## src/hw/rtl/nearest_palette_color_search_assert.svh

```systemverilog
// Assertion macros used by the palette search top level.
`ifndef NEAREST_PALETTE_COLOR_SEARCH_ASSERT_SVH
`define NEAREST_PALETTE_COLOR_SEARCH_ASSERT_SVH

// Same-cycle implication, disabled while reset is high.
`define NPCS_ASSERT_NOW(label, clk, rst, ante, cons, msg) \
  label: assert property (@(posedge clk) disable iff (rst) (ante) |-> (cons)) \
    else $error(msg);

// Next-cycle implication, disabled while reset is high.
`define NPCS_ASSERT_NEXT(label, clk, rst, ante, cons, msg) \
  label: assert property (@(posedge clk) disable iff (rst) (ante) |=> (cons)) \
    else $error(msg);

`endif

```

## src/hw/rtl/npcs_pkg.sv

```systemverilog
`timescale 1ns / 1ps
// ----------------------------------------------------------------------------
// Nearest palette colour search: shared package
// Sizes, request codes and the payload and scan-token structures.
// ----------------------------------------------------------------------------
package npcs_pkg;

  // Palette geometry.
  localparam int MAX_ENTRIES = 256;
  localparam int IDX_W       = $clog2(MAX_ENTRIES);
  localparam int CNT_W       = $clog2(MAX_ENTRIES + 1);

  // Field widths fixed by the interface.
  localparam int CHAN_W    = 8;
  localparam int DIST_W    = 10;
  localparam int OUT_IDX_W = 8;

  // Reset value of the distance limit.
  localparam logic [DIST_W-1:0] MAX_DIST_RESET = 10'd100;

  // Request type codes.
  localparam logic [1:0] REQ_ADD   = 2'd0;
  localparam logic [1:0] REQ_CLEAR = 2'd1;
  localparam logic [1:0] REQ_QUERY = 2'd2;

  // Request payload.
  typedef struct packed {
    logic [1:0]        req_type;
    logic [CHAN_W-1:0] red_in;
    logic [CHAN_W-1:0] green_in;
    logic [CHAN_W-1:0] blue_in;
  } npcs_req_t;

  // Response payload.
  typedef struct packed {
    logic                 match_found;
    logic [OUT_IDX_W-1:0] match_index;
    logic [DIST_W-1:0]    match_distance;
    logic                 table_full;
  } npcs_rsp_t;

  // Query token handed from cell to cell along the chain.
  typedef struct packed {
    logic              live;
    logic [CHAN_W-1:0] red;
    logic [CHAN_W-1:0] green;
    logic [CHAN_W-1:0] blue;
    logic [DIST_W-1:0] best;
    logic              found;
    logic [IDX_W-1:0]  best_idx;
  } npcs_tok_t;

endpackage

```

## src/hw/rtl/npcs_cell.sv

```systemverilog
`timescale 1ns / 1ps
// ----------------------------------------------------------------------------
// Palette search cell
// Holds one palette entry, compares it with the passing query token and
// hands the updated token, registered, to the next cell.
// ----------------------------------------------------------------------------
module npcs_cell
  import npcs_pkg::*;
(
  input  logic                  clk,
  input  logic                  rst,
  input  logic [IDX_W-1:0]      index,
  input  logic                  active,
  input  logic                  wr_en,
  input  logic [3*CHAN_W-1:0]   wr_color,
  input  npcs_tok_t             tok_in,
  output npcs_tok_t             tok_out
);

  logic [3*CHAN_W-1:0] entry;
  logic [DIST_W-1:0]   distance;
  logic                hit;

  function automatic logic [CHAN_W-1:0] abs_diff(input logic [CHAN_W-1:0] a,
                                                 input logic [CHAN_W-1:0] b);
    abs_diff = (a > b) ? (a - b) : (b - a);
  endfunction

  // Entry storage, written once per add aimed at this cell.
  always_ff @(posedge clk) begin
    if (wr_en) begin
      entry <= wr_color;
    end
  end

  // Manhattan distance between the token colour and the stored entry.
  always_comb begin
    distance = DIST_W'(abs_diff(tok_in.red,   entry[3*CHAN_W-1:2*CHAN_W]))
             + DIST_W'(abs_diff(tok_in.green, entry[2*CHAN_W-1:CHAN_W]))
             + DIST_W'(abs_diff(tok_in.blue,  entry[CHAN_W-1:0]));
    hit      = tok_in.live && active && (distance < tok_in.best);
  end

  // The live bit is control state and is cleared by reset.
  always_ff @(posedge clk) begin
    if (rst) begin
      tok_out.live <= 1'b0;
    end else begin
      tok_out.live <= tok_in.live;
    end
  end

  // Token payload: keep the first strictly closer entry.
  always_ff @(posedge clk) begin
    tok_out.red      <= tok_in.red;
    tok_out.green    <= tok_in.green;
    tok_out.blue     <= tok_in.blue;
    tok_out.best     <= hit ? distance : tok_in.best;
    tok_out.found    <= tok_in.found | hit;
    tok_out.best_idx <= hit ? index : tok_in.best_idx;
  end

endmodule

```

## config.mk

```make
export PLATFORM = sky130hd
export DESIGN_NAME = npcs_cell
export DESIGN_NICKNAME = d
export VERILOG_FILES = /design/src/hw/rtl/nearest_palette_color_search_assert.svh /design/src/hw/rtl/npcs_pkg.sv /design/src/hw/rtl/npcs_cell.sv
export SDC_FILE = /design/constraint.sdc
export NUM_CORES = 1
export LEC_CHECK = 0
export ABC_AREA = 1
export BUFFER_PORTS_ARGS = -buffer_cell sky130_fd_sc_hd__buf_2
export CORE_MARGIN = 2
export CORE_UTILIZATION = 40
export CTS_BUF_LIST = sky130_fd_sc_hd__clkbuf_8 sky130_fd_sc_hd__clkbuf_16
export DETAILED_ROUTE_END_ITERATION = 6
export PLACE_DENSITY = 0.66
export SYNTH_ARGS = -nofsm -noshare
export SYNTH_HDL_FRONTEND = slang
export SYNTH_SLANG_ARGS = --single-unit
```

## constraint.sdc

```tcl
create_clock -name clk -period 5.1 [get_ports clk]
set_input_delay 0.255 -clock clk [delete_from_list [all_inputs] [get_ports clk]]
set_output_delay 0.255 -clock clk [all_outputs]
set_load 0.005 [all_outputs]
```

==> impl_metrics.yaml, run 1 <==
finish:
  final_cell_mix: "274 x nand2_1, 160 x inv_1, 123 x buf_2"
  nFillCells: 1367
  diodes: 0
  syn2layout_area_growth_pct: 20.3
  instances_no_fill: 1055
  drive_above_1_share_pct: 18.2
  nets: 1030
  layout_commonest_cell: "nand2_1"
global_routing:
  antenna_found_initial: 0
  gr-usage-all-layers_pct: 15.9
  grt_pass1_vias: 4279
  grt_pass1_wl_mm: 18.2
  grt_max_degree: 25
  grt.overflow.total: 0
cts:
  cts_tree: "done"
  path_clk_slew_ns: 0.05
  cts_resized: 0
  ctsRootBufferMaster: "clkbuf_16"
  cts_setup_buffers: 0
  cts_sinks: 68
  cts.htree.levels: 3
  cts_hold_buf: 0
  clock_latency_ns: 0.34
  cts_buffers: 9
  clockBufferDepth: 2
logic_synthesis:
  synth_nets: 904
  yosys.area.top_type: "nand2_1"
  synth.yosys.warnings: 0
  seq_area_frac_synth_pct: 30.1
  syn_area_um2: 5330
  synth_cell_types: 34
  synth_ff_type: "dfxtp_1"
  synth-edff-count: 24
  async_reset_ff_share_pct: 0
  synth_top_area_share_pct: 19.3
  synth-seq-cells: 68
  yosys-top-cells-area: "nand2_1 19%, dfxtp_1 17%, ha_1 14%, edfxtp_1 14%, inv_1 11%"
  syn_inst: 748
  syn_area_per_cell_um2: 7.12
floorplanning:
  die_w_um: 119
  num_rows: 42
  boundaryPins: 124
  die_area_um2: 14300
  core-area_um2: 13100
  die_h_um: 119
  initial_core_util_pct: 40.6
power:
  ir_drop_mv: 0.216
  p_leak_nw: 3.80
  power_density_nw_per_um2: 445
drt:
  wl_per_cell_um: 10.3
  wl_mm: 10.8
  avgViaCountPerCell: 4.40
  vias: 4638
  dr.pass1.iters: 5
  drc: 0
  ant_nets: 0
  drt_iter0_markers: 190
job:
  drv_cap: 0
timing:
  rsz0062_at_grt: "false"
  whs_ns: 0.0376
  min_period_over_period_pct: 90.5
  fmax_mhz: 217
  hold_violations: 0
  setup_ws_ns: 0.485
  skew_ns: 0.00617
  slew_viol_final: 0
  relSlewSlack_pct: 59.8
  tightest_slew_ns: 0.602
  setup_viol: 0
  fin_crit_ns: 4.62
  tns_ns: 0
critical_path:
  r2r-start: "entry[18]"
  cp_data_required_time_ns: 5.33
  critPathMaxFanout: 18
  rrSetupSlack_ns: 0.48
  critPathKind: "reg2reg"
  critPathCaptureType: "register"
  critPathArrivalTime_ns: 4.85
  rr_worst_depth: 24
  timing.rr.end: "tok_out[3]"
  startpoint_type: "register"
min_path:
  min_path_type: "in2reg"
  hold_path.startpoint: "tok_in[34]"
  whs_endpoint: "tok_out[34]"
  hold_depth: 1
placed_design:
  dpl_worst_slack_ns: 0.437
  hpwl_mm: 9.03
  place_inst: 1039
  io_buffers: 123
  gp_congestion: 0.856
status:
  outcome: "complete, no violations"
## cell families after synthesis
family | count (synthesis) | synth area share [%]
and+or+nand+nor | 371 | 29.2
AOI/OAI and AO/OA | 45 | 5.19
buffers and inverters | 170 | 12.6
xor gates and xnor gates | 18 | 2.96
adders and majority gates | 76 | 20.0
DFF | 68 | 30.1
## critical path: stages (launching register included)
cell and delay [ns]:
edfxtp_1 0.39, ha_1 0.45, nand2_1 0.15, o21ai_1 0.18, nand2_1 0.10, nand2_1 0.12, nand2_2 0.12, nand2_1 0.08
nand2_1 0.07, fa_1 0.48, ha_1 0.24, fa_1 0.41, nand3_1 0.09, nand2_1 0.11, nand3_1 0.11, o21ai_0 0.09
nor2_1 0.16, ha_1 0.27, nand2_1 0.07, nand2_1 0.05, nand3_1 0.09, and2_1 0.15, nand3_2 0.31, nand2_1 0.17
nand2_1 0.06
## worst max path at each step
stage                    start           to  slack (ns)
CTS                  entry[16]   tok_out[3]        0.47
detailed placement  tok_in[35]   tok_out[3]        0.44
floorplan            entry[16]  tok_out[15]        1.01
global route         entry[18]  tok_out[14]        0.05
global placement    tok_in[19]   tok_out[3]        0.46
finish               entry[18]   tok_out[3]        0.48
## routing by layer
metal	GRT usage, %	routed length (µm)	share of wire [%]	up-vias
met4	5.96	148	1.4	0
met3	4.12	644	5.9	12
li1	-	-	-	2527
met2	26.1	4830	45	117
met5	0	0	0	-
met1	20.1	5220	48	1982
## sequential cells by signal, summed over array words and instances, names as in the netlist
register / count
tok_out: 44
entry: 24
## report_power, final
group | leakage, nW | switching, mW | internal, mW
combinational | 3.03 | 0.943 | 0.601
sequential | 0.606 | 0.0266 | 0.664
clock | 0.160 | 0.221 | 0.396
## area by class of cell
cell class	instances	area (µm²)	share of cell area, %
Sequential cell	68	1600	25.0
Clock buffer	12	289	4.51
Timing Repair Buffer	123	616	9.61
Multi-Input combinational cell	510	3050	47.6
Inverter	162	611	9.53
Clock inverter	4	18.8	0.293
Tap cell	176	220	3.44
## cells in the mapped netlist, types with 2 or more instances
cell / number
nand2_1: 274
inv_1: 159
ha_1: 61
dfxtp_1: 44
nand3_1: 42
nor2_1: 29
a21oi_1: 24
edfxtp_1: 24
xor2_1: 18
fa_1: 15
nand4_1: 11
a21o_1: 5
nand2_2: 5
buf_4: 4
o21ai_0: 4
o21bai_1: 3
a21oi_2: 2
buf_6: 2
inv_2: 2
nand2_4: 2
nor2_4: 2
o211ai_1: 2
o21ai_1: 2
o21ai_2: 2
## through the flow
stage / instance area (µm²) / utilization [%] / power [mW]
floorplan: 5330 / - / 1.88
global placement: 6100 / 46.4 / 2.24
detailed placement: 6100 / 46.4 / 2.25
CTS: 6410 / 48.8 / 2.89
global route: 6410 / 48.8 / 3.16
finish: 6410 / 48.8 / 2.85
Power figures use the tool's default switching activity.
==> run 2: changes to the inputs <==
PLACE_DENSITY = 0.72   (was 0.66)
SKIP_LAST_GASP = 1   (was not set)
==> run 2 against run 1 <==
Sequential power about the same; utilization decreased by 0.14 points; combinational power about the same; sequential cell count unchanged; cell count unchanged; largest power group unchanged; highest routed layer unchanged.
==> impl_metrics.yaml, run 2 (same netlist as run 1, synthesis figures left out) <==
cts:
  path_clk_slew_ns: 0.05
  clock_latency_ns: 0.33
  ctsRootBufferMaster: "clkbuf_16"
  cts.htree.levels: 3
  cts_resized: 0
  cts_buffers: 9
  cts_tree: "done"
  cts_setup_buffers: 0
  cts_sinks: 68
  cts_hold_buf: 0
  clockBufferDepth: 2
timing:
  fin_crit_ns: 4.62
  rsz0062_at_grt: "false"
  skew_ns: 0.00431
  hold_violations: 0
  tns_ns: 0
  min_period_over_period_pct: 90.7
  fmax_mhz: 216
  setup_viol: 0
  tightest_slew_ns: 0.601
  relSlewSlack_pct: 59.9
  slew_viol_final: 0
power:
  power_density_nw_per_um2: 442
  ir_drop_mv: 0.188
  p_leak_nw: 3.80
global_routing:
  gr-usage-all-layers_pct: 16.1
  antenna_found_initial: 0
  grt_max_degree: 25
  grt.overflow.total: 0
  grt_pass1_wl_mm: 18.8
  grt_pass1_vias: 4357
min_path:
  min_path_type: "in2reg"
  whs_endpoint: "tok_out[26]"
  hold_path.startpoint: "tok_in[26]"
  hold_depth: 1
floorplanning:
  die_h_um: 119
  core-area_um2: 13100
  die_w_um: 119
  initial_core_util_pct: 40.6
  boundaryPins: 124
  num_rows: 42
  die_area_um2: 14300
critical_path:
  cpMostUsedCell: "nand2_1"
  max_stage_delay_ns: 0.48
  timing.rr.end: "tok_out[1]"
  cp_top_family: "simple AND/OR/NAND/NOR gates"
  critPathMaxFanout: 18
  critPathArrivalTime_ns: 4.84
  critPathKind: "reg2reg"
  worst-path-buf-inv: 0
  rrSetupSlack_ns: 0.48
  rr_worst_depth: 24
  r2r-start: "entry[18]"
  startpoint_type: "register"
  crit_chain: "ha_1 > nand2_1 > o21ai_1 > nand2_1 > nand2_1 > nand2_2 > nand2_1 > nand2_1 > fa_1 > ha_1 > fa_1 > nand3_1 > nand2_1 > nand3_1 > o21ai_0 > nor2_1 > ha_1 > nand2_1 > nand2_1 > nand3_1 > and2_1 > nand3_2 > nand2_1 > nand2_1"
  slowest_stage: "fa_1"
  critPathCaptureType: "register"
  cp_data_required_time_ns: 5.32
status:
  outcome: "complete, no violations"
drt:
  drt_iter0_markers: 224
  vias: 4662
  dr.pass1.iters: 4
  wl_per_cell_um: 10.3
  wl_mm: 10.9
  drc: 0
  ant_nets: 0
  avgViaCountPerCell: 4.42
placed_design:
  hpwl_mm: 9.02
  gp_congestion: 0.854
  io_buffers: 123
job:
  drv_cap: 0
finish:
  diodes: 0
  largest_reg_flops: 44
  reg.largest.list: "tok_out (44), entry (24)"
  final_cell_mix: "274 x nand2_1, 163 x inv_1, 123 x buf_2"
  regMostFlops: "tok_out"
  syn2layout_area_growth_pct: 19.9
  fin_util_pct: 48.6
  drive_above_1_share_pct: 17.9
  layout_commonest_cell: "nand2_1"
  nets: 1030
-- run 2: worst max path at each step --
| stage | start | slack (ns) | depth (start not counted) | endpoint |
|---|---|---|---|---|
| after floorplan | entry[16] | 1.01 | 27 | tok_out[15] |
| after global placement | tok_in[19] | 0.50 | 28 | tok_out[2] |
| after detailed placement | tok_in[35] | 0.44 | 29 | tok_out[2] |
| after CTS | entry[16] | 0.47 | 26 | tok_out[2] |
| after global routing | entry[16] | 0.003 | 26 | tok_out[1] |
| final | entry[18] | 0.48 | 24 | tok_out[1] |
-- run 2: cell type report --
cell class                 count  area [µm²]
clock buffer                  10         239
sequential                    68        1600
fill                        1342        6750
clock inverter                 6        50.0
timing repair buffer         123         616
tap                          176         220
multi-input combinational    510        3050
inverter                     162         611
-- run 2: power breakdown --
part	switching [mW]	internal [mW]
logic	0.941	0.601
clock network	0.210	0.383
registers	0.0237	0.664
-- run 2: metrics by stage --
step / power [mW] / hold slack (ns) / std cells / cell area [µm²] / worst slack, ns
floorplan: 1.88 / 0.283 / 748 / 5330 / 1.01
global placement: 2.23 / 0.378 / 1039 / 6100 / 0.503
detailed placement: 2.25 / 0.383 / 1039 / 6100 / 0.445
CTS: 2.86 / 0.0309 / 1055 / 6390 / 0.470
global route: 3.15 / 0.0348 / 1055 / 6390 / 0.00349
finish: 2.82 / 0.0450 / 1055 / 6390 / 0.476
-- run 2: routing by layer --
| layer | global-route usage [%] | part of all wire, % | vias up |
|---|---|---|---|
| li1 | - | - | 2519 |
| met1 | 20.3 | 47 | 2005 |
| met2 | 26.8 | 45 | 124 |
| met3 | 4.41 | 6.2 | 14 |
| met4 | 5.15 | 1.8 | 0 |
| met5 | 0 | 0 | - |
